--- config.mk ---
export PLATFORM = sky130hd
export DESIGN_NAME = csbt_seq
export DESIGN_NICKNAME = d
export VERILOG_FILES = /design/src/sv/comb_sort_by_timestamp_core_defines.svh /design/src/sv/csbt_pkg.sv /design/src/sv/csbt_seq.sv
export SDC_FILE = /design/constraint.sdc
export NUM_CORES = 1
export LEC_CHECK = 0
export BUFFER_PORTS_ARGS = -buffer_cell sky130_fd_sc_hd__buf_2
export CAP_MARGIN = 20
export CORE_AREA = 2 2 39 41
export DETAILED_ROUTE_END_ITERATION = 8
export DIE_AREA = 0 0 41 43
export PLACE_DENSITY = 0.69
export SYNTH_ARGS = -nofsm -noshare
export SYNTH_HDL_FRONTEND = slang
export SYNTH_SLANG_ARGS = --single-unit
--- constraint.sdc ---
create_clock -name clk -period 2.9 [get_ports clk]
set_input_delay 0.58 -clock clk [delete_from_list [all_inputs] [get_ports clk]]
set_output_delay 0.58 -clock clk [all_outputs]
set_load 0.1 [all_outputs]
--- src/sv/comb_sort_by_timestamp_core_defines.svh ---
// Assertion macros for the comb sort block's datapath module.
`ifndef COMB_SORT_BY_TIMESTAMP_CORE_DEFINES_SVH
`define COMB_SORT_BY_TIMESTAMP_CORE_DEFINES_SVH

// Same-cycle implication, checked outside reset.
`define CSBT_ASSERT_NOW(lbl, ante, cons) \
	lbl: assert property (@(posedge clk) disable iff (!arst_n) (ante) |-> (cons)) \
		else $error("comb sort assertion failed");

// Next-cycle implication, checked outside reset.
`define CSBT_ASSERT_NEXT(lbl, ante, cons) \
	lbl: assert property (@(posedge clk) disable iff (!arst_n) (ante) |=> (cons)) \
		else $error("comb sort assertion failed");

`endif

--- src/sv/csbt_pkg.sv ---
// Types, constants, microcode table and gap shrink function of the comb sort block.
package csbt_pkg;

	localparam int MAX_RECORDS = 64;
	localparam int KEY_W       = 48;
	localparam int KEY_BITS    = 48;
	localparam int TAG_W       = 6;
	localparam int IDX_W       = $clog2(MAX_RECORDS);
	localparam int CNT_W       = IDX_W + 1;
	localparam int STEP_W      = 4;

	// Gap shrink by 1.3 is done as floor(g * 10 / 13).
	localparam int SHRINK_NUM  = 10;
	localparam int SHRINK_DEN  = 13;
	localparam int RECIP_SHIFT = 16;
	localparam int RECIP       = (2 ** RECIP_SHIFT) / SHRINK_DEN;
	localparam int PROD_W      = CNT_W + 4;
	localparam int MUL_W       = PROD_W + RECIP_SHIFT + 1;

	typedef struct packed {
		logic [KEY_W-1:0] time_key;
		logic [TAG_W-1:0] record_tag;
		logic             last_in_set;
	} rec_t;

	typedef struct packed {
		logic [KEY_W-1:0] sorted_key;
		logic [TAG_W-1:0] sorted_tag;
		logic             last_out;
		logic             overflow;
	} res_t;

	typedef struct packed {
		logic [KEY_W-1:0] key;
		logic [TAG_W-1:0] tag;
	} entry_t;

	typedef enum logic [3:0] {
		A_NONE,
		A_LOAD,
		A_GAP_INIT,
		A_PASS_INIT,
		A_READ,
		A_WR_LO,
		A_WR_HI,
		A_STEP,
		A_OCLEAR,
		A_ORD,
		A_EMIT,
		A_DONE
	} act_t;

	typedef enum logic [3:0] {
		C_NEVER,
		C_ALWAYS,
		C_NOT_CLOSE,
		C_FEW,
		C_NOT_GT,
		C_MORE_PAIRS,
		C_AGAIN,
		C_BUSY,
		C_MORE_OUT
	} cond_t;

	typedef logic [STEP_W-1:0] step_t;

	localparam step_t ST_LOAD   = step_t'(0);
	localparam step_t ST_INIT   = step_t'(1);
	localparam step_t ST_PASS   = step_t'(2);
	localparam step_t ST_READ   = step_t'(3);
	localparam step_t ST_CMP    = step_t'(4);
	localparam step_t ST_SWAP1  = step_t'(5);
	localparam step_t ST_SWAP2  = step_t'(6);
	localparam step_t ST_STEP   = step_t'(7);
	localparam step_t ST_CHK    = step_t'(8);
	localparam step_t ST_OSTART = step_t'(9);
	localparam step_t ST_ORD    = step_t'(10);
	localparam step_t ST_OPUT   = step_t'(11);
	localparam step_t ST_OLOOP  = step_t'(12);
	localparam step_t ST_DONE   = step_t'(13);

	// One control word: what the datapath does, and where to branch when cond holds.
	typedef struct packed {
		act_t  act;
		cond_t cond;
		step_t target;
	} uword_t;

	typedef struct packed {
		logic closing;
		logic few;
		logic gt;
		logic more_pairs;
		logic again;
		logic busy;
		logic more_out;
	} status_t;

	function automatic uword_t ucode(step_t s);
		uword_t w;
		w = '{act: A_NONE, cond: C_ALWAYS, target: ST_LOAD};
		case (s)
			ST_LOAD:   w = '{act: A_LOAD,      cond: C_NOT_CLOSE,  target: ST_LOAD};
			ST_INIT:   w = '{act: A_GAP_INIT,  cond: C_FEW,        target: ST_OSTART};
			ST_PASS:   w = '{act: A_PASS_INIT, cond: C_NEVER,      target: ST_LOAD};
			ST_READ:   w = '{act: A_READ,      cond: C_NEVER,      target: ST_LOAD};
			ST_CMP:    w = '{act: A_NONE,      cond: C_NOT_GT,     target: ST_STEP};
			ST_SWAP1:  w = '{act: A_WR_LO,     cond: C_NEVER,      target: ST_LOAD};
			ST_SWAP2:  w = '{act: A_WR_HI,     cond: C_NEVER,      target: ST_LOAD};
			ST_STEP:   w = '{act: A_STEP,      cond: C_MORE_PAIRS, target: ST_READ};
			ST_CHK:    w = '{act: A_NONE,      cond: C_AGAIN,      target: ST_PASS};
			ST_OSTART: w = '{act: A_OCLEAR,    cond: C_NEVER,      target: ST_LOAD};
			ST_ORD:    w = '{act: A_ORD,       cond: C_NEVER,      target: ST_LOAD};
			ST_OPUT:   w = '{act: A_EMIT,      cond: C_BUSY,       target: ST_OPUT};
			ST_OLOOP:  w = '{act: A_NONE,      cond: C_MORE_OUT,   target: ST_ORD};
			ST_DONE:   w = '{act: A_DONE,      cond: C_ALWAYS,     target: ST_LOAD};
			default:   w = '{act: A_NONE,      cond: C_ALWAYS,     target: ST_LOAD};
		endcase
		return w;
	endfunction

	// floor(g * 10 / 13) by a reciprocal multiply, which may come out one low,
	// followed by a single remainder correction.
	function automatic logic [CNT_W-1:0] shrink_gap(logic [CNT_W-1:0] g);
		logic [PROD_W-1:0] p;
		logic [MUL_W-1:0]  m;
		logic [PROD_W-1:0] q;
		logic [PROD_W-1:0] r;
		p = PROD_W'(g) * PROD_W'(SHRINK_NUM);
		m = MUL_W'(p) * MUL_W'(RECIP);
		q = m[RECIP_SHIFT +: PROD_W];
		r = p - PROD_W'(q * PROD_W'(SHRINK_DEN));
		if (r >= PROD_W'(SHRINK_DEN)) begin
			q = q + PROD_W'(1);
		end
		return q[CNT_W-1:0];
	endfunction

endpackage

--- src/sv/csbt_seq.sv ---
// Microcode sequencer: step counter, control word table and conditional branches.
module csbt_seq (
	input  logic               clk,
	input  logic               arst_n,
	input  csbt_pkg::status_t  st,
	output csbt_pkg::uword_t   uw
);

	csbt_pkg::step_t step_q;
	csbt_pkg::step_t step_d;
	logic            take;

	assign uw = csbt_pkg::ucode(step_q);

	always_comb begin
		case (uw.cond)
			csbt_pkg::C_NEVER:      take = 1'b0;
			csbt_pkg::C_ALWAYS:     take = 1'b1;
			csbt_pkg::C_NOT_CLOSE:  take = !st.closing;
			csbt_pkg::C_FEW:        take = st.few;
			csbt_pkg::C_NOT_GT:     take = !st.gt;
			csbt_pkg::C_MORE_PAIRS: take = st.more_pairs;
			csbt_pkg::C_AGAIN:      take = st.again;
			csbt_pkg::C_BUSY:       take = st.busy;
			csbt_pkg::C_MORE_OUT:   take = st.more_out;
			default:                take = 1'b0;
		endcase
		step_d = take ? uw.target : step_q + csbt_pkg::step_t'(1);
	end

	always_ff @(posedge clk or negedge arst_n) begin
		if (!arst_n) begin
			step_q <= csbt_pkg::ST_LOAD;
		end else begin
			step_q <= step_d;
		end
	end

endmodule

Yosys cells after proc, flatten, opt, wreduce, memory -nomap -nowiden
Memory sizes are Yosys's and may differ from the RTL's.
Index checks and enable logic that the tools add are counted.
{"block": "classes", "add_sub_neg": 1, "n_reduce_logical": 2, "muxes": 2, "n_eq_ne": 8}
{"op": "4-bit by 3-bit == test with 1-bit output, second input constant", "n": 4}
{"op": "4-bit by 2-bit == test with 1-bit output, second input constant", "n": 2}
{"op": "1-bit one-hot mux with 8 select lines", "n": 1}
{"op": "4-bit by 1-bit adder with 4-bit output, second input constant", "n": 1}
{"op": "4-bit by 1-bit == test with 1-bit output, second input constant", "n": 1}
{"op": "4-bit == test, second input constant", "n": 1}
{"op": "4-bit two-way mux", "n": 1}
{"op": "1-bit zero test", "n": 2}
{"block": "word_totals", "memories": 1, "romBits": 192, "input_bits": 9, "out_inout_bits": 12, "ff_bits": 4}
{"memory": "(name not given)", "depth": 16, "word_bits": 12, "rd": 1, "rd_ports_with_merged_regs": 0, "wr": 0, "line_no": "csbt_pkg.sv:102", "text": "case (s)"}

Longest topological paths before layout
Gate-level depths: netlist (run 1).
An unclocked memory read counts as a cell.
{"block": "depth", "word_depth": 4, "depth_mapped": 7, "mapped_depth_nobuf": 7}

Least setup slack after synthesis (run 1)
OpenSTA, ideal clock, no wires.
{"block": "synth_path", "path_kind": "register to output", "start": "register step_q[1]", "end": "output port uw[0] (netlist name)", "n_path_buf": 0, "arrival_ns": 3.155, "stages_incl_launch_ff": 6, "setup_slack_ns": -0.835, "path_cell_list": "dfrtp_1 inv_1 ha_1 inv_1 a21oi_1 o21ai_0"}
{"element": "start, declared", "line_no": "csbt_seq.sv:9", "text": "csbt_pkg::step_t step_q;"}
{"element": "start signal, assigned", "line_no": "csbt_seq.sv:33", "text": "step_q <= csbt_pkg::ST_LOAD;"}
{"element": "start signal, assigned", "line_no": "csbt_seq.sv:35", "text": "step_q <= step_d;"}
{"element": "end, declared", "line_no": "csbt_seq.sv:6", "text": "output csbt_pkg::uword_t uw"}

==> metrics.txt, run 1 <==
clock skew 5.872 ps; number of global-route vias before repair 455; core area 1384 µm²; synthesized cell area 553.0 µm²; WL per Instance 12.64 µm; count leader, synth nor2_1; Port Buffers 20; Period minus WS final 2699 ps; die height 43 µm; Biggest register step_q; gpl congestion 0.7675; final period utilization 93.08%; CTS tree built; largest net degree at the start of global routing 17; wirelength, routed 1302 µm; clock buffer depth 2; starting DRC count in detailed routing 3; Detail Placement HPWL 1049 µm; Fmax achieved 370.5 MHz; Max Cap Viol 0; Slew Viols, Final 0; WS Path Type flop to output port; fraction of registers with async set/reset 100.0%; Critical Path Fanout Max 8; postcts setup bufs 0; Post-Syn Instances 66; Yosys warning count 0; Nets 103; pre-CTS setup slack 319.0 ps; fillers 138; FP Rows 14; die span in x 41 µm; TritonCTS Buffers 3; status finished clean; initial antenna violation count 0; # resized after CTS 0; final setup vio count 0; synthesized net count 80; ANT cells 0; family with the most delay on the worst path buffers and inverters; synth unique cells 31; Initial Util 39.96%; WP buf/inv 3; H-Tree Depth 1; flop2flop setup slack 310 ps; Clock Root Buffer clkbuf_4; RSZ-0062 raised after global routing false; number of vias in the routed layout 536; number of synthesized flops with an enable pin 0; startpoint types flop; Post-CTS Hold Fix Bufs 0; DRC 0; Rel. slew slack 63.38%; Seq/Total Area, Yosys 18.10%; clk sink count 4; top-area cell type share of the netlist area 18.10%; total gr overflow 0; die footprint 1763 µm²; IO Pins 21; Setup crit end kind output port; critical path's most frequent cell inv_1; Skew-Pair Late Insertion Delay 230 ps; Synth Flop Type dfrtp_1; measured slew at the worst slew-check pin 549.3 ps; Syn Area/Cell 8.379 µm²; worst-path cell chain inv_1, ha_1, nand2_1, o21ai_0, a21o_1, inv_1, buf_2; share of layout cells above drive strength 1 41.38%; CP max stage delay 470 ps; Via density 5.204; Synth area leader dfrtp_1; worst path required time 2320 ps; GRT Total Usage 16.38%; critical path arrival 2120 ps; synth-to-layout area growth 28.96%; max FFs per register 4; first-pass GRT wire length 1911 µm; ranking of synthesized cells by area dfrtp_1, ha_1, mux2_1, nor2_1, inv_1; worst min-delay path class primary input to async pin; antenna viol nets, final 0; final hold vios 0; Synth Register Bits 4; First-pass DRT Iterations 4; crit path max-delay cell type dfrtp_1; Top Registers step_q (4); Commonest cells post-synth nor2_1, inv_1, ha_1; setup slack after layout 200.7 ps; Reg clk slew, reported paths 40 ps
-- worst reg2reg max path: cells and delay by family (launching register included) --
| kind | cells | cell delay, ps |
|---|---|---|
| mux | 2 | 670 |
| flops | 1 | 470 |
| fa+ha+maj | 1 | 410 |
| simple gates | 1 | 400 |
| compound gates | 2 | 390 |
| buf+inv | 1 | 130 |
-- cell families after synthesis --
group           after synthesis  synth area share, %
flops                         4                18.10
fa+ha+maj                     5                11.31
buf+inv                      11                7.920
compound gates               14                19.91
mux                           8                18.55
xor+xnor                      2                3.168
simple gates                 22                21.04
-- through the flow --
step | hold WS [ps] | util [%] | instances | TNS [ps] | cell area [µm²]
4_1_cts | 132.5 | 51.54 | 103 | 0 | 713.2
5_1_grt | 124.7 | 51.54 | 103 | 0 | 713.2
2_1_floorplan | 284.4 | - | 66 | -104.5 | 573.1
3_5_place_dp | 385.1 | 49.91 | 100 | 0 | 690.7
3_3_place_gp | 388.6 | 49.91 | 100 | 0 | 690.7
6_report | 140.8 | 51.54 | 103 | 0 | 713.2
-- path summary, 6_finish.rpt --
check | start | cells after the start | endpoint
max | step_q[1] | 7 | uw[4]
min | arst_n | 1 | step_q[0]
max reg2reg | step_q[1] | 7 | step_q[0]
min reg2reg | step_q[0] | 2 | step_q[0]
max in group asynchronous | arst_n | 1 | step_q[1]
min in group clk | step_q[0] | 2 | step_q[0]
-- cells in the final DEF (no fill, tap or decap), types with 2 or more instances in the layout --
cell type,count
buf_4,2
nand3_1,2
mux2_1,4
nand2_1,2
buf_2,20
mux2i_1,2
o21ai_0,2
dfrtp_1,4
ha_1,5
nor2_1,6
a21oi_1,3
xnor2_1,2
clkbuf_4,3
nor3b_1,2
inv_1,7
-- routing by layer --
layer  GRT usage [%]  share of wire [%]
met1           18.42                 43
met2           26.56                 54
met3           4.712                3.1
met4           8.000                  0
met5               0                  0
-- cell type report --
class | instances | area [µm²] | share of cell area (%)
inverters | 7 | 26.28 | 3.684
flip-flops and latches | 4 | 100.1 | 14.04
well taps | 16 | 20.02 | 2.807
clock buffers | 3 | 22.52 | 3.158
repair buffers | 22 | 115.1 | 16.14
multi-input cells | 51 | 429.2 | 60.18
Power of run 1 is not shown: default switching activity piles up to over one toggle a cycle in this logic, so the estimate is an artifact.
==> run 2: changes to the inputs <==
--- a/config.mk
+++ b/config.mk
@@ -9,6 +9,5 @@
 export CAP_MARGIN = 20
-export CORE_AREA = 2 2 39 41
+export CORE_MARGIN = 1.5
+export CORE_UTILIZATION = 26
 export DETAILED_ROUTE_END_ITERATION = 8
-export DIE_AREA = 0 0 41 43
-export PLACE_DENSITY = 0.69
 export SYNTH_ARGS = -nofsm -noshare
==> constraint.sdc (replaced) <==
create_clock -name clk -period 2.9 [get_ports clk]
set_input_delay 0.87 -clock clk [delete_from_list [all_inputs] [get_ports clk]]
set_output_delay 0.87 -clock clk [all_outputs]
set_load 0.1 [all_outputs]
==> run 2 against run 1 <==
Net effect:
- critical path depth decreased by 1
- non-clock buffer count increased by 1
- clock-buffer cell count unchanged
- wire length increased by 4.2%
- clock skew increased by 2.0 ps
- register-to-register slack improved by 110 ps
- via count increased by 1.1%
- flip-flop and latch count unchanged
- setup slack got worse by 72 ps
- sequential share of layout area decreased by 1.3 points
- global-route usage decreased by 4.3 points
- largest cell class unchanged
==> metrics.txt, run 2 (same netlist as run 1, synthesis figures left out) <==
largest net degree at the start of global routing 21 (+4); ANT cells 0 (unchanged); TritonCTS Buffers 3 (unchanged); final period utilization 95.55% (+2.5 points); die span in x 49.12 µm (+20%); starting DRC count in detailed routing 8 (+5); final setup vio count 0 (unchanged); Reg clk slew, reported paths 40 ps (about the same); Critical Path Fanout Max 7 (-1); critical path arrival 1900 ps (-220 ps); Setup crit end kind output port; gpl congestion 0.7462 (-2.8%); final hold vios 0 (unchanged); startpoint types flop; fillers 207 (+50%); clk sink count 4 (unchanged); highest-count cells in the layout ignoring fill and taps buf_2, inv_1, clkbuf_4; Slew Viols, Final 0 (unchanged); Biggest register step_q; worst-path cell chain buf_4, ha_1, o21ai_0, a21o_1, inv_1, buf_12; synth-to-layout area growth 43.67%; measured slew at the worst slew-check pin 485.1 ps (-64.18 ps); WS Path Type flop to output port; Max Cap Viol 0 (unchanged); Rel. slew slack 67.88% (+4.5 points); Detail Placement HPWL 1078 µm (+2.8%); DRC 0 (unchanged); IO Pins 21 (unchanged); core area 1982 µm² (+43%); H-Tree Depth 1 (unchanged); Period minus WS final 2771 ps (+71.72 ps); Fmax achieved 360.9 MHz (-2.6%); Nets 104 (+0.97%); clock buffer depth 2 (unchanged); First-pass DRT Iterations 4 (unchanged); first-pass GRT wire length 2256 µm (+18%); status finished clean; die height 49.12 µm (+14%); Final Instance Area 794.5 µm² (+11%); clock skew 7.830 ps (+1.957 ps); RSZ-0062 raised after global routing false; WL per Instance 11.80 µm (-6.7%); Initial Util 27.90% (-12 points); antenna viol nets, final 0 (unchanged); total gr overflow 0 (unchanged); Layout Utilization 40.09% (-11 points); pre-CTS setup slack 302.6 ps (-16.38 ps); Post-CTS Hold Fix Bufs 0 (unchanged); max FFs per register 4 (unchanged); flop2flop setup slack 420 ps (+110 ps); die footprint 2413 µm² (+37%); worst r2r src step_q[0]; Fin Hold WS 432.1 ps (+291.4 ps); CTS tree built; RR Endpoint step_q[2]; Top Registers step_q (4); setup slack after layout 128.9 ps (-71.72 ps); Port Buffers 20 (unchanged); CP max stage delay 390 ps (-80 ps); Via density 4.713 (-9.4%); worst min-delay path class primary input to async pin; FP Rows 16 (+2); placed inst area 763.2 µm² (+11%); Reg2Reg Depth 7 (unchanged); number of global-route vias before repair 495 (+8.8%); commonest non-fill, non-tap cell in the layout buf_2; GRT Total Usage 12.11% (-4.3 points); Skew-Pair Late Insertion Delay 240 ps (about the same); worst path required time 2030 ps (-290 ps); crit path max-delay cell type o21ai_0; postcts setup bufs 0 (unchanged); Clock Root Buffer clkbuf_4; share of layout cells above drive strength 1 47.73% (+6.3 points); number of vias in the routed layout 542 (+1.1%); wirelength, routed 1357 µm (+4.2%); initial antenna violation count 0 (unchanged)
run 2: cell count changes in the layout (fill, tap and decap cells not counted), moves of 2 or more:
cell      delta
buf_12       +3
buf_2        -5
clkbuf_4     +2
nor2_1       -2
nor2_2       +2
run 2: cell type report:
type / count / area (µm²) / area share (%)
Multi-Input combinational cell: 51 / 437.9 / 55.12
Timing Repair Buffer: 23 / 172.7 / 21.73
Sequential cell: 4 / 101.3 / 12.76
Tap cell: 27 / 33.78 / 4.252
Inverter: 7 / 26.28 / 3.307
Clock buffer: 3 / 22.52 / 2.835
run 2: what timing repair did:
action | CTS | global route
resized for setup | 0 | 4
endpoints found under the setup margin | 0 | 5
hold endpoints to repair | 0 | 0
run 2: stage by stage:
step / TNS (ps) / cells
after floorplan: -394.5 / 66
after global placement: 0 / 112
after detailed placement: 0 / 112
after CTS: 0 / 115
after global routing: 0 / 115
final: 0 / 115
run 2: metal layers:
| metal | global-route usage [%] | up-vias | share of wire (%) |
|---|---|---|---|
| met4 | 2.857 | 0 | 0 |
| met3 | 3.988 | 0 | 5.3 |
| met1 | 17.36 | 243 | 49 |
| li1 | - | 281 | - |
| met2 | 17.34 | 18 | 46 |
| met5 | 0 | - | 0 |
run 2: worst max-delay path by stage:
stage	depth (start not counted)	from	to
2_1_floorplan	5	step_q[1]	uw[0]
3_3_place_gp	5	step_q[2]	uw[4]
3_5_place_dp	5	step_q[2]	uw[4]
4_1_cts	4	step_q[0]	uw[9]
5_1_grt	6	step_q[1]	uw[4]
6_report	6	step_q[1]	uw[4]
run 2: worst max-delay path: cells and delay by family (launching register included):
family,cells,cell delay (ps)
DFF,1,380
AOI/OAI and AO/OA,2,630
adders and majority gates,1,230
buffers and inverters,3,420
Power of run 2 is left out for the same reason.
