[src/sv/comb_sort_by_timestamp_core_defines.svh]
// Assertion macros for the comb sort block's datapath module.
`ifndef COMB_SORT_BY_TIMESTAMP_CORE_DEFINES_SVH
`define COMB_SORT_BY_TIMESTAMP_CORE_DEFINES_SVH

// Same-cycle implication, checked outside reset.
`define CSBT_ASSERT_NOW(lbl, ante, cons) \
	lbl: assert property (@(posedge clk) disable iff (!arst_n) (ante) |-> (cons)) \
		else $error("comb sort assertion failed");

// Next-cycle implication, checked outside reset.
`define CSBT_ASSERT_NEXT(lbl, ante, cons) \
	lbl: assert property (@(posedge clk) disable iff (!arst_n) (ante) |=> (cons)) \
		else $error("comb sort assertion failed");

`endif

[src/sv/csbt_pkg.sv]
// Types, constants, microcode table and gap shrink function of the comb sort block.
package csbt_pkg;

	localparam int MAX_RECORDS = 64;
	localparam int KEY_W       = 48;
	localparam int KEY_BITS    = 48;
	localparam int TAG_W       = 6;
	localparam int IDX_W       = $clog2(MAX_RECORDS);
	localparam int CNT_W       = IDX_W + 1;
	localparam int STEP_W      = 4;

	// Gap shrink by 1.3 is done as floor(g * 10 / 13).
	localparam int SHRINK_NUM  = 10;
	localparam int SHRINK_DEN  = 13;
	localparam int RECIP_SHIFT = 16;
	localparam int RECIP       = (2 ** RECIP_SHIFT) / SHRINK_DEN;
	localparam int PROD_W      = CNT_W + 4;
	localparam int MUL_W       = PROD_W + RECIP_SHIFT + 1;

	typedef struct packed {
		logic [KEY_W-1:0] time_key;
		logic [TAG_W-1:0] record_tag;
		logic             last_in_set;
	} rec_t;

	typedef struct packed {
		logic [KEY_W-1:0] sorted_key;
		logic [TAG_W-1:0] sorted_tag;
		logic             last_out;
		logic             overflow;
	} res_t;

	typedef struct packed {
		logic [KEY_W-1:0] key;
		logic [TAG_W-1:0] tag;
	} entry_t;

	typedef enum logic [3:0] {
		A_NONE,
		A_LOAD,
		A_GAP_INIT,
		A_PASS_INIT,
		A_READ,
		A_WR_LO,
		A_WR_HI,
		A_STEP,
		A_OCLEAR,
		A_ORD,
		A_EMIT,
		A_DONE
	} act_t;

	typedef enum logic [3:0] {
		C_NEVER,
		C_ALWAYS,
		C_NOT_CLOSE,
		C_FEW,
		C_NOT_GT,
		C_MORE_PAIRS,
		C_AGAIN,
		C_BUSY,
		C_MORE_OUT
	} cond_t;

	typedef logic [STEP_W-1:0] step_t;

	localparam step_t ST_LOAD   = step_t'(0);
	localparam step_t ST_INIT   = step_t'(1);
	localparam step_t ST_PASS   = step_t'(2);
	localparam step_t ST_READ   = step_t'(3);
	localparam step_t ST_CMP    = step_t'(4);
	localparam step_t ST_SWAP1  = step_t'(5);
	localparam step_t ST_SWAP2  = step_t'(6);
	localparam step_t ST_STEP   = step_t'(7);
	localparam step_t ST_CHK    = step_t'(8);
	localparam step_t ST_OSTART = step_t'(9);
	localparam step_t ST_ORD    = step_t'(10);
	localparam step_t ST_OPUT   = step_t'(11);
	localparam step_t ST_OLOOP  = step_t'(12);
	localparam step_t ST_DONE   = step_t'(13);

	// One control word: what the datapath does, and where to branch when cond holds.
	typedef struct packed {
		act_t  act;
		cond_t cond;
		step_t target;
	} uword_t;

	typedef struct packed {
		logic closing;
		logic few;
		logic gt;
		logic more_pairs;
		logic again;
		logic busy;
		logic more_out;
	} status_t;

	function automatic uword_t ucode(step_t s);
		uword_t w;
		w = '{act: A_NONE, cond: C_ALWAYS, target: ST_LOAD};
		case (s)
			ST_LOAD:   w = '{act: A_LOAD,      cond: C_NOT_CLOSE,  target: ST_LOAD};
			ST_INIT:   w = '{act: A_GAP_INIT,  cond: C_FEW,        target: ST_OSTART};
			ST_PASS:   w = '{act: A_PASS_INIT, cond: C_NEVER,      target: ST_LOAD};
			ST_READ:   w = '{act: A_READ,      cond: C_NEVER,      target: ST_LOAD};
			ST_CMP:    w = '{act: A_NONE,      cond: C_NOT_GT,     target: ST_STEP};
			ST_SWAP1:  w = '{act: A_WR_LO,     cond: C_NEVER,      target: ST_LOAD};
			ST_SWAP2:  w = '{act: A_WR_HI,     cond: C_NEVER,      target: ST_LOAD};
			ST_STEP:   w = '{act: A_STEP,      cond: C_MORE_PAIRS, target: ST_READ};
			ST_CHK:    w = '{act: A_NONE,      cond: C_AGAIN,      target: ST_PASS};
			ST_OSTART: w = '{act: A_OCLEAR,    cond: C_NEVER,      target: ST_LOAD};
			ST_ORD:    w = '{act: A_ORD,       cond: C_NEVER,      target: ST_LOAD};
			ST_OPUT:   w = '{act: A_EMIT,      cond: C_BUSY,       target: ST_OPUT};
			ST_OLOOP:  w = '{act: A_NONE,      cond: C_MORE_OUT,   target: ST_ORD};
			ST_DONE:   w = '{act: A_DONE,      cond: C_ALWAYS,     target: ST_LOAD};
			default:   w = '{act: A_NONE,      cond: C_ALWAYS,     target: ST_LOAD};
		endcase
		return w;
	endfunction

	// floor(g * 10 / 13) by a reciprocal multiply, which may come out one low,
	// followed by a single remainder correction.
	function automatic logic [CNT_W-1:0] shrink_gap(logic [CNT_W-1:0] g);
		logic [PROD_W-1:0] p;
		logic [MUL_W-1:0]  m;
		logic [PROD_W-1:0] q;
		logic [PROD_W-1:0] r;
		p = PROD_W'(g) * PROD_W'(SHRINK_NUM);
		m = MUL_W'(p) * MUL_W'(RECIP);
		q = m[RECIP_SHIFT +: PROD_W];
		r = p - PROD_W'(q * PROD_W'(SHRINK_DEN));
		if (r >= PROD_W'(SHRINK_DEN)) begin
			q = q + PROD_W'(1);
		end
		return q[CNT_W-1:0];
	endfunction

endpackage

[src/sv/csbt_dp.sv]
// Datapath: record store, counters, gap and swap flags, compare and output register.
`include "comb_sort_by_timestamp_core_defines.svh"

module csbt_dp (
	input  logic               clk,
	input  logic               arst_n,
	input  csbt_pkg::uword_t   uw,
	output csbt_pkg::status_t  st,
	input  logic               rec_valid,
	output logic               rec_stall,
	input  csbt_pkg::rec_t     rec_item,
	output logic               srt_valid,
	input  logic               srt_stall,
	output csbt_pkg::res_t     srt_item
);

	csbt_pkg::entry_t mem [csbt_pkg::MAX_RECORDS];

	logic [csbt_pkg::CNT_W-1:0] fill_q;
	logic [csbt_pkg::CNT_W-1:0] idx_q;
	logic [csbt_pkg::IDX_W-1:0] gap_q;
	logic                       swap_q;
	logic                       ovf_q;
	csbt_pkg::entry_t           rda_q;
	csbt_pkg::entry_t           rdb_q;
	csbt_pkg::res_t             out_q;
	logic                       out_v_q;

	logic                       rec_acc;
	logic                       full;
	logic                       slot_free;
	logic                       emit;
	logic [csbt_pkg::CNT_W-1:0] idx_inc;
	logic [csbt_pkg::IDX_W-1:0] pair_hi;
	logic [csbt_pkg::CNT_W:0]   pair_end;
	logic [csbt_pkg::CNT_W:0]   next_end;
	logic [csbt_pkg::CNT_W-1:0] shr_in;
	logic [csbt_pkg::CNT_W-1:0] shr_out;
	logic [csbt_pkg::IDX_W-1:0] pass_gap;
	logic                       wr_en;
	logic [csbt_pkg::IDX_W-1:0] wr_addr;
	csbt_pkg::entry_t           wr_data;
	logic                       rd_en;

	assign rec_stall = (uw.act != csbt_pkg::A_LOAD);
	assign rec_acc   = rec_valid && (uw.act == csbt_pkg::A_LOAD);
	assign full      = (fill_q == csbt_pkg::CNT_W'(csbt_pkg::MAX_RECORDS));
	assign slot_free = !out_v_q || !srt_stall;
	assign emit      = (uw.act == csbt_pkg::A_EMIT) && slot_free;
	assign idx_inc   = idx_q + csbt_pkg::CNT_W'(1);
	assign pair_hi   = idx_q[csbt_pkg::IDX_W-1:0] + gap_q;
	assign pair_end  = {1'b0, idx_q} + (csbt_pkg::CNT_W+1)'(gap_q);
	assign next_end  = {1'b0, idx_inc} + (csbt_pkg::CNT_W+1)'(gap_q);

	// One shrink unit serves both the initial gap and the per-pass shrink.
	assign shr_in  = (uw.act == csbt_pkg::A_GAP_INIT) ? fill_q : csbt_pkg::CNT_W'(gap_q);
	assign shr_out = csbt_pkg::shrink_gap(shr_in);

	always_comb begin
		pass_gap = (gap_q > csbt_pkg::IDX_W'(1)) ? shr_out[csbt_pkg::IDX_W-1:0] : gap_q;
		if (pass_gap == '0) begin
			pass_gap = csbt_pkg::IDX_W'(1);
		end
	end

	always_comb begin
		wr_en   = 1'b0;
		wr_addr = idx_q[csbt_pkg::IDX_W-1:0];
		wr_data = rdb_q;
		case (uw.act)
			csbt_pkg::A_LOAD: begin
				wr_en   = rec_acc && !full;
				wr_addr = fill_q[csbt_pkg::IDX_W-1:0];
				wr_data = '{key: csbt_pkg::KEY_W'(rec_item.time_key[csbt_pkg::KEY_BITS-1:0]),
					tag: rec_item.record_tag};
			end
			csbt_pkg::A_WR_LO: begin
				wr_en = 1'b1;
			end
			csbt_pkg::A_WR_HI: begin
				wr_en   = 1'b1;
				wr_addr = pair_hi;
				wr_data = rda_q;
			end
			default: begin
				wr_en = 1'b0;
			end
		endcase
	end

	// Reads only on explicit steps, so the pair data holds through a swap.
	assign rd_en = (uw.act == csbt_pkg::A_READ) || (uw.act == csbt_pkg::A_ORD);

	always_ff @(posedge clk) begin
		if (wr_en) begin
			mem[wr_addr] <= wr_data;
		end
		if (rd_en) begin
			rda_q <= mem[idx_q[csbt_pkg::IDX_W-1:0]];
			rdb_q <= mem[pair_hi];
		end
	end

	always_ff @(posedge clk or negedge arst_n) begin
		if (!arst_n) begin
			fill_q <= '0;
			idx_q  <= '0;
			gap_q  <= '0;
			swap_q <= 1'b0;
			ovf_q  <= 1'b0;
		end else begin
			case (uw.act)
				csbt_pkg::A_LOAD: begin
					if (rec_acc) begin
						if (!full) begin
							fill_q <= fill_q + csbt_pkg::CNT_W'(1);
						end else begin
							ovf_q <= 1'b1;
						end
					end
				end
				csbt_pkg::A_GAP_INIT: begin
					gap_q <= shr_out[csbt_pkg::IDX_W-1:0];
				end
				csbt_pkg::A_PASS_INIT: begin
					gap_q  <= pass_gap;
					swap_q <= 1'b0;
					idx_q  <= '0;
				end
				csbt_pkg::A_WR_LO: begin
					swap_q <= 1'b1;
				end
				csbt_pkg::A_STEP: begin
					idx_q <= idx_inc;
				end
				csbt_pkg::A_OCLEAR: begin
					idx_q <= '0;
				end
				csbt_pkg::A_EMIT: begin
					if (slot_free) begin
						idx_q <= idx_inc;
					end
				end
				csbt_pkg::A_DONE: begin
					fill_q <= '0;
					ovf_q  <= 1'b0;
					idx_q  <= '0;
				end
				default: begin
					fill_q <= fill_q;
				end
			endcase
		end
	end

	always_ff @(posedge clk or negedge arst_n) begin
		if (!arst_n) begin
			out_v_q <= 1'b0;
		end else if (emit) begin
			out_v_q <= 1'b1;
		end else if (!srt_stall) begin
			out_v_q <= 1'b0;
		end
	end

	always_ff @(posedge clk) begin
		if (emit) begin
			out_q <= '{sorted_key: rda_q.key, sorted_tag: rda_q.tag,
				last_out: (idx_inc == fill_q), overflow: ovf_q};
		end
	end

	assign srt_valid = out_v_q;
	assign srt_item  = out_q;

	assign st.closing    = rec_valid && rec_item.last_in_set;
	assign st.few        = (fill_q < csbt_pkg::CNT_W'(2));
	assign st.gt         = rda_q.key[csbt_pkg::KEY_BITS-1:0] > rdb_q.key[csbt_pkg::KEY_BITS-1:0];
	assign st.more_pairs = (next_end < (csbt_pkg::CNT_W+1)'(fill_q));
	assign st.again      = (gap_q > csbt_pkg::IDX_W'(1)) || swap_q;
	assign st.busy       = !slot_free;
	assign st.more_out   = (idx_q < fill_q);

	`CSBT_ASSERT_NOW(a_ovf_only_when_full, ovf_q, full)
	`CSBT_ASSERT_NOW(a_idx_bound, 1'b1, idx_q <= fill_q)
	`CSBT_ASSERT_NOW(a_pair_in_set, uw.act == csbt_pkg::A_READ,
		(gap_q != '0) && (pair_end < (csbt_pkg::CNT_W+1)'(fill_q)))
	`CSBT_ASSERT_NEXT(a_last_ends_set, emit && (idx_inc == fill_q), idx_q == fill_q)

endmodule
[config.mk]
export PLATFORM = sky130hd
export DESIGN_NAME = csbt_dp
export DESIGN_NICKNAME = d
export VERILOG_FILES = /design/src/sv/csbt_pkg.sv /design/src/sv/csbt_dp.sv
export VERILOG_INCLUDE_DIRS = /design/src /design/src/sv
export SDC_FILE = /design/constraint.sdc
export NUM_CORES = 2
export LEC_CHECK = 0
export BUFFER_PORTS_ARGS = -buffer_cell sky130_fd_sc_hd__buf_2
export CORE_MARGIN = 5
export CORE_UTILIZATION = 50
export CTS_CLUSTER_DIAMETER = 100
export DETAILED_ROUTE_END_ITERATION = 10
export PLACE_DENSITY = 0.76
export SLEW_MARGIN = 25
export SYNTH_ARGS = -nofsm -noshare
export SYNTH_HDL_FRONTEND = slang
export SYNTH_SLANG_ARGS = --single-unit
[constraint.sdc]
create_clock -name clk -period 27.3 [get_ports clk]
set_clock_uncertainty 0.2 [all_clocks]
set_input_delay 1.365 -clock clk [delete_from_list [all_inputs] [get_ports clk]]
set_output_delay 1.365 -clock clk [all_outputs]
set_load 0.02 [all_outputs]
**After elaboration in Yosys (flattened, before gate mapping)**

Memories as Yosys holds them, arrays and structs flattened. A register that Yosys moved wholly into a read port is not among the register bits.
Cells that the tools add are included.

- Memories kept: 1
- Register bits after elaboration: 79
- Output and inout port bits: 65
- RAM bits: 3456

- $mul: 3
- Eq/ne operators: 19
- Reductions and logical operators: 21
- Add/sub/neg operators: 6
- Order comparisons: 6
- Muxes and demuxes: 21

Memory list:

| name | depth | width | read ports | clocked after Yosys merged registers in | write ports | RTL line | text |
|---|---|---|---|---|---|---|---|
| mem | 64 | 54 | 2 | 2 | 1 | csbt_dp.sv:17 | `csbt_pkg::entry_t mem [csbt_pkg::MAX_RECORDS];` |

Operator list:

| cell | count |
|---|---|
| $pmux W54 S2 | 1 |
| $gt A48 B48 Y1 | 1 |
| $mux W7 | 4 |
| $pmux W6 S2 | 2 |
| $mul A10 B13 Y23 const B | 1 |
| $pmux W7 S3 | 1 |
| $mux W6 | 3 |
| $eq A4 B3 Y1 const B | 4 |
| $eq A4 B4 Y1 const B | 4 |
| $add A7 B1 Y7 const B | 2 |
| $pmux W7 S2 | 1 |
| $ge A11 B4 Y1 const B | 1 |
| $mul A8 B4 Y11 const B | 1 |
| $sub A11 B11 Y11 | 1 |
| $mul A7 B3 Y10 const B | 1 |
| $add A7 B6 Y8 | 1 |
| $eq A4 B2 Y1 const B | 2 |
| $lt A8 B7 Y1 | 1 |
| $ne A2 B2 Y1 const B | 4 |
| $eq A7 B7 Y1 | 1 |
| $eq A7 B7 Y1 const B | 1 |
| $lt A7 B2 Y1 const B | 1 |
| $lt A7 B7 Y1 | 1 |
| $add A6 B1 Y6 const B | 1 |
| 17 further kinds | 35 |

**Longest topological paths before layout**

- Word-level depth: 12
- Mapped depth: 49
- Mapped depth without buffers: 47

**Worst setup path after synthesis**

No wires, ideal clock.

- Kind: in2reg
- Start: input uw[8] in the netlist's numbering
- End: register gap_q[0] in the netlist's numbering
- Path slack: 15.046 ns
- Data arrival time: 11.976 ns
- Stages on the path: 46
- Buffers on the path: 2
- Library setup time: 0.077 ns
- Cells stage by stage: nor4b_2 buf_6 mux2i_1 inv_1 ha_1 ha_1 fa_1 a21o_1 a21oi_1 xnor2_1 xor2_1 inv_1 ha_1 ha_1 inv_1 fa_1 inv_1 fa_1 [10 not listed] inv_1 ha_1 inv_1 xnor2_1 fa_1 inv_1 ha_1 a21o_1 a22oi_1 mux2i_1 a2111oi_0 o211ai_1 or3_1 buf_2 or4b_1 a31oi_1 o21ai_1 a21oi_1

- Word-level cells in the longest chain between the ends: 12
- Elaborated cells between the ends (all ways): 15

Ends and longest elaborated chain:

| element | RTL line | text |
|---|---|---|
| start, declared | csbt_dp.sv:7 | `input csbt_pkg::uword_t uw,` |
| $eq A4 B2 Y1 | csbt_dp.sv:56, csbt_dp.sv:112 |  |
| $mux W7 | csbt_dp.sv:56 | `assign shr_in = (uw.act == csbt_pkg::A_GAP_INIT) ? fill_q : csbt_pkg::CNT_W'(gap_q);` |
| $mul A7 B3 Y10 | csbt_pkg.sv:129 | `p = PROD_W'(g) * PROD_W'(SHRINK_NUM);` |
| $mul A10 B13 Y23 | csbt_pkg.sv:130 | `m = MUL_W'(p) * MUL_W'(RECIP);` |
| $mul A8 B4 Y11 | csbt_pkg.sv:132 | `r = p - PROD_W'(q * PROD_W'(SHRINK_DEN));` |
| $sub A11 B11 Y11 | csbt_pkg.sv:132 |  |
| $ge A11 B4 Y1 | csbt_pkg.sv:133 | `if (r >= PROD_W'(SHRINK_DEN)) begin` |
| $mux W6 | csbt_pkg.sv:133 |  |
| $mux W6 | csbt_dp.sv:60 | `pass_gap = (gap_q > csbt_pkg::IDX_W'(1)) ? shr_out[csbt_pkg::IDX_W-1:0] : gap_q;` |
| $logic_not A6 Y1 | csbt_dp.sv:61 | `if (pass_gap == '0) begin` |
| $mux W6 | csbt_dp.sv:61 |  |
| $pmux W6 S2 | csbt_dp.sv:112 | `case (uw.act)` |
| end signal, assigned | csbt_dp.sv:123 | `gap_q <= shr_out[csbt_pkg::IDX_W-1:0];` |
| end signal, assigned | csbt_dp.sv:126 | `gap_q <= pass_gap;` |
| end, declared | csbt_dp.sv:21 | `logic [csbt_pkg::IDX_W-1:0] gap_q;` |

Parallel ways exist; a longest one is shown, timed or not.
A chain may end at the register's enable or synchronous reset.

**Worst setup path after layout**

Same ends and word-level chain as after synthesis.

==> results.tsv <==
metric	value	unit
outcome	complete, no violations	
class of the worst hold path	input port to asynchronous set/reset pin	
post-synthesis sequential area ratio	0.642	
Final Core Density	0.559	
GRT Total Usage	0.293	
slowest cell delay on critical path	520	ps
post-route cell area	190000	um2
Most common cell on crit path	inv_1	
nets@finish	8190	
Crit Path Class	input port to flip-flop	
delay-heaviest family, CP	adder cells	
power density over the cells	117	nW/um2
instance count on the critical path	46	
DP Wirelength	283	mm
Worst Path Arrival	14000	ps
TritonRoute pass-1 iters	6	
Synth area leader	edfxtp_1	
Net Sw Frac	0.340	
share of cells above drive strength 1	0.399	
Detail Route Antenna Nets	0	
vias in the first global route	95600	
Max clock buf depth	4	
initial antenna violation count	15	
post-CTS setup buffer count	0	
required time worst endpoint	27960	ps
number of max-cap violations	0	
Placer Congestion	0.833	
Hold Vio Cnt, Final	0	
Int Pwr	14.6	mW
IO Port Bufs	127	
DP Area	177000	um2
Clock Latency Late Sink	970	ps
leakage power	58.6	nW
Setup crit end kind	flip-flop	
syn nets	7941	
largest net degree at the start of global routing	147	
Netlist cell types	66	
Max Clk Rate	75.0	MHz
Crit Path Max Fanout	14	
wirelength, routed	522	mm
Slew HR	0.203	
Mapped Cells	7655	
Synth area leaders	edfxtp_1 64%, mux4_2 29%, ha_1 1.3%	
die height	593	um
CTS tree	done	
Primary FF master, synth	edfxtp_1	
minimum clock period	13330	ps
Final Slew Violations	0	
initial drt markers	16100	
hold slack	206	ps
I/O pin count	136	
Sink Count	3643	
Syn Std Cell Area	170000	um2
core box area	340000	um2
area grow syn2layout	11.6	%
global-route wire length before repair	736	mm
worst reg2reg path depth	43	
Switch Pwr	7.53	mW
fillcell total	24300	
RSZ-0062 raised after global routing	false	
H-tree Lvls	5	
Fin Setup TNS	0	ps
asr flop ratio synth	0.00631	
Comb pwr share	0.467	
clock slew at reported path FFs	60	ps
post-CTS sizing	0	
synth warn	0	
count leader, synth	edfxtp_1	
Startpoint Class	input port	
Die Area	352000	um2
synthesis-stage register bit count	3643	
Final period util	0.488	
FP Rows	214	
total gr overflow	0	
DR DRC count	0	
CP Buf/Inv Count	11	
Flop pwr share	0.298	
via count	94400	
# setup viols final	0	
top cell type's share of synthesized area	0.639	
number of buffers created by CTS	378	
Peak supply drop	0.000375	V
Initial Util	0.501	
syn avg cell area	22.2	um2
per-cell routed wire length	40.9	um
CTS root buf	clkbuf_16	
Worst Tran Pin Value	1200	ps
Critical Path Slowest Stage Cell	mux2i_1	
cts hold-fix bufs	0	
Die W	593	um
Post-synth EDFFs	3620	
top cells by count, synth	3620 x edfxtp_1, 2214 x mux4_2, 400 x clkbuf_1	
Via density	7.40	
Clk network pwr share	0.235	
[metrics by stage]
| stage | std cells | setup slack (ps) | power, mW |
|---|---|---|---|
| finish | 12800 | 13970 | 22.2 |
| global route | 12700 | 13230 | 23.1 |
| CTS | 12700 | 14070 | 22.2 |
| detailed placement | 12100 | 13110 | 16.9 |
| global placement | 12100 | 13270 | 16.8 |
| floorplan | 7655 | 15050 | 14.5 |
[sequential cells by signal (all words and copies together), names as in the netlist]
| name | flops |
|---|---|
| mem | 3456 |
| srt_item | 56 |
| rda_q | 54 |
| rdb_q | 54 |
| fill_q | 7 |
| idx_q | 7 |
| gap_q | 6 |
| ovf_q | 1 |
| srt_valid | 1 |
| swap_q | 1 |
[worst paths after layout]
check / startpoint / end / slack, ps
worst min-delay path: arst_n / idx_q[6]$_DFFE_PN0P_ / 210
max in group asynchronous: arst_n / idx_q[0]$_DFFE_PN0P_ / 26280
min in group clk: ovf_q$_DFFE_PN0P_ / srt_item[0]$_DFFE_PP_ / 250
worst min register to register: ovf_q$_DFFE_PN0P_ / srt_item[0]$_DFFE_PP_ / 250
worst max register to register: gap_q[1]$_DFFE_PN0P_ / gap_q[0]$_DFFE_PN0P_ / 14680
worst max-delay path: uw[8] / gap_q[0]$_DFFE_PN0P_ / 13970
[power by group through the flow]
stage | registers, mW | logic (mW) | clock network, mW
detailed placement | 6.72 | 10.2 | 0
floorplan | 6.69 | 7.84 | 0
global placement | 6.71 | 10.1 | 0
global route | 6.61 | 11.0 | 5.48
finish | 6.60 | 10.4 | 5.22
CTS | 6.60 | 10.3 | 5.25
[cell usage in the layout, fill, tap and decap left out, drive strengths merged, types with 60 or more instances in the layout]
| cell | instances |
|---|---|
| nor2b | 68 |
| inv | 180 |
| clkinv | 168 |
| mux2i | 60 |
| edfxtp | 3620 |
| mux4 | 2214 |
| nor2 | 102 |
| ha | 173 |
| clkbuf | 449 |
| nand2 | 150 |
| a21oi | 97 |
| buf | 421 |
[per-layer routing]
layer | vias to the layer above | routed length, um | global-route usage
li1 | 34400 | - | -
met4 | 14 | 29500 | 0.135
met5 | - | 89 | 0
met1 | 49800 | 170000 | 0.394
met2 | 8534 | 242000 | 0.448
met3 | 1591 | 80500 | 0.0842
[cells by family (layout without fill, tap and decap cells)]
group                    count (synthesis)  after routing  synth area share
multiplexers                          2279           2279             0.297
other                                    0             10                 0
XOR/XNOR                                59             59           0.00312
AO/OA/AOI/OAI                          337            337            0.0133
flip-flops                            3643           3643             0.642
AND/OR/NAND/NOR                        404            404            0.0111
buffers and inverters                  717           1274            0.0159
adder cells (fa/ha/maj)                216            216            0.0177
[final cells by class]
type	count	area, um2	share of cell area
diodes	10	25.0	0.000132
clock buffers	449	9900	0.0521
clock inverters	239	2430	0.0128
inverters	165	624	0.00329
multi-input cells	3295	58800	0.310
flip-flops and latches	3643	109000	0.576
well taps	4536	5680	0.0299
repair buffers	421	3140	0.0165
No activity file was read; power rests on OpenSTA's default activity.
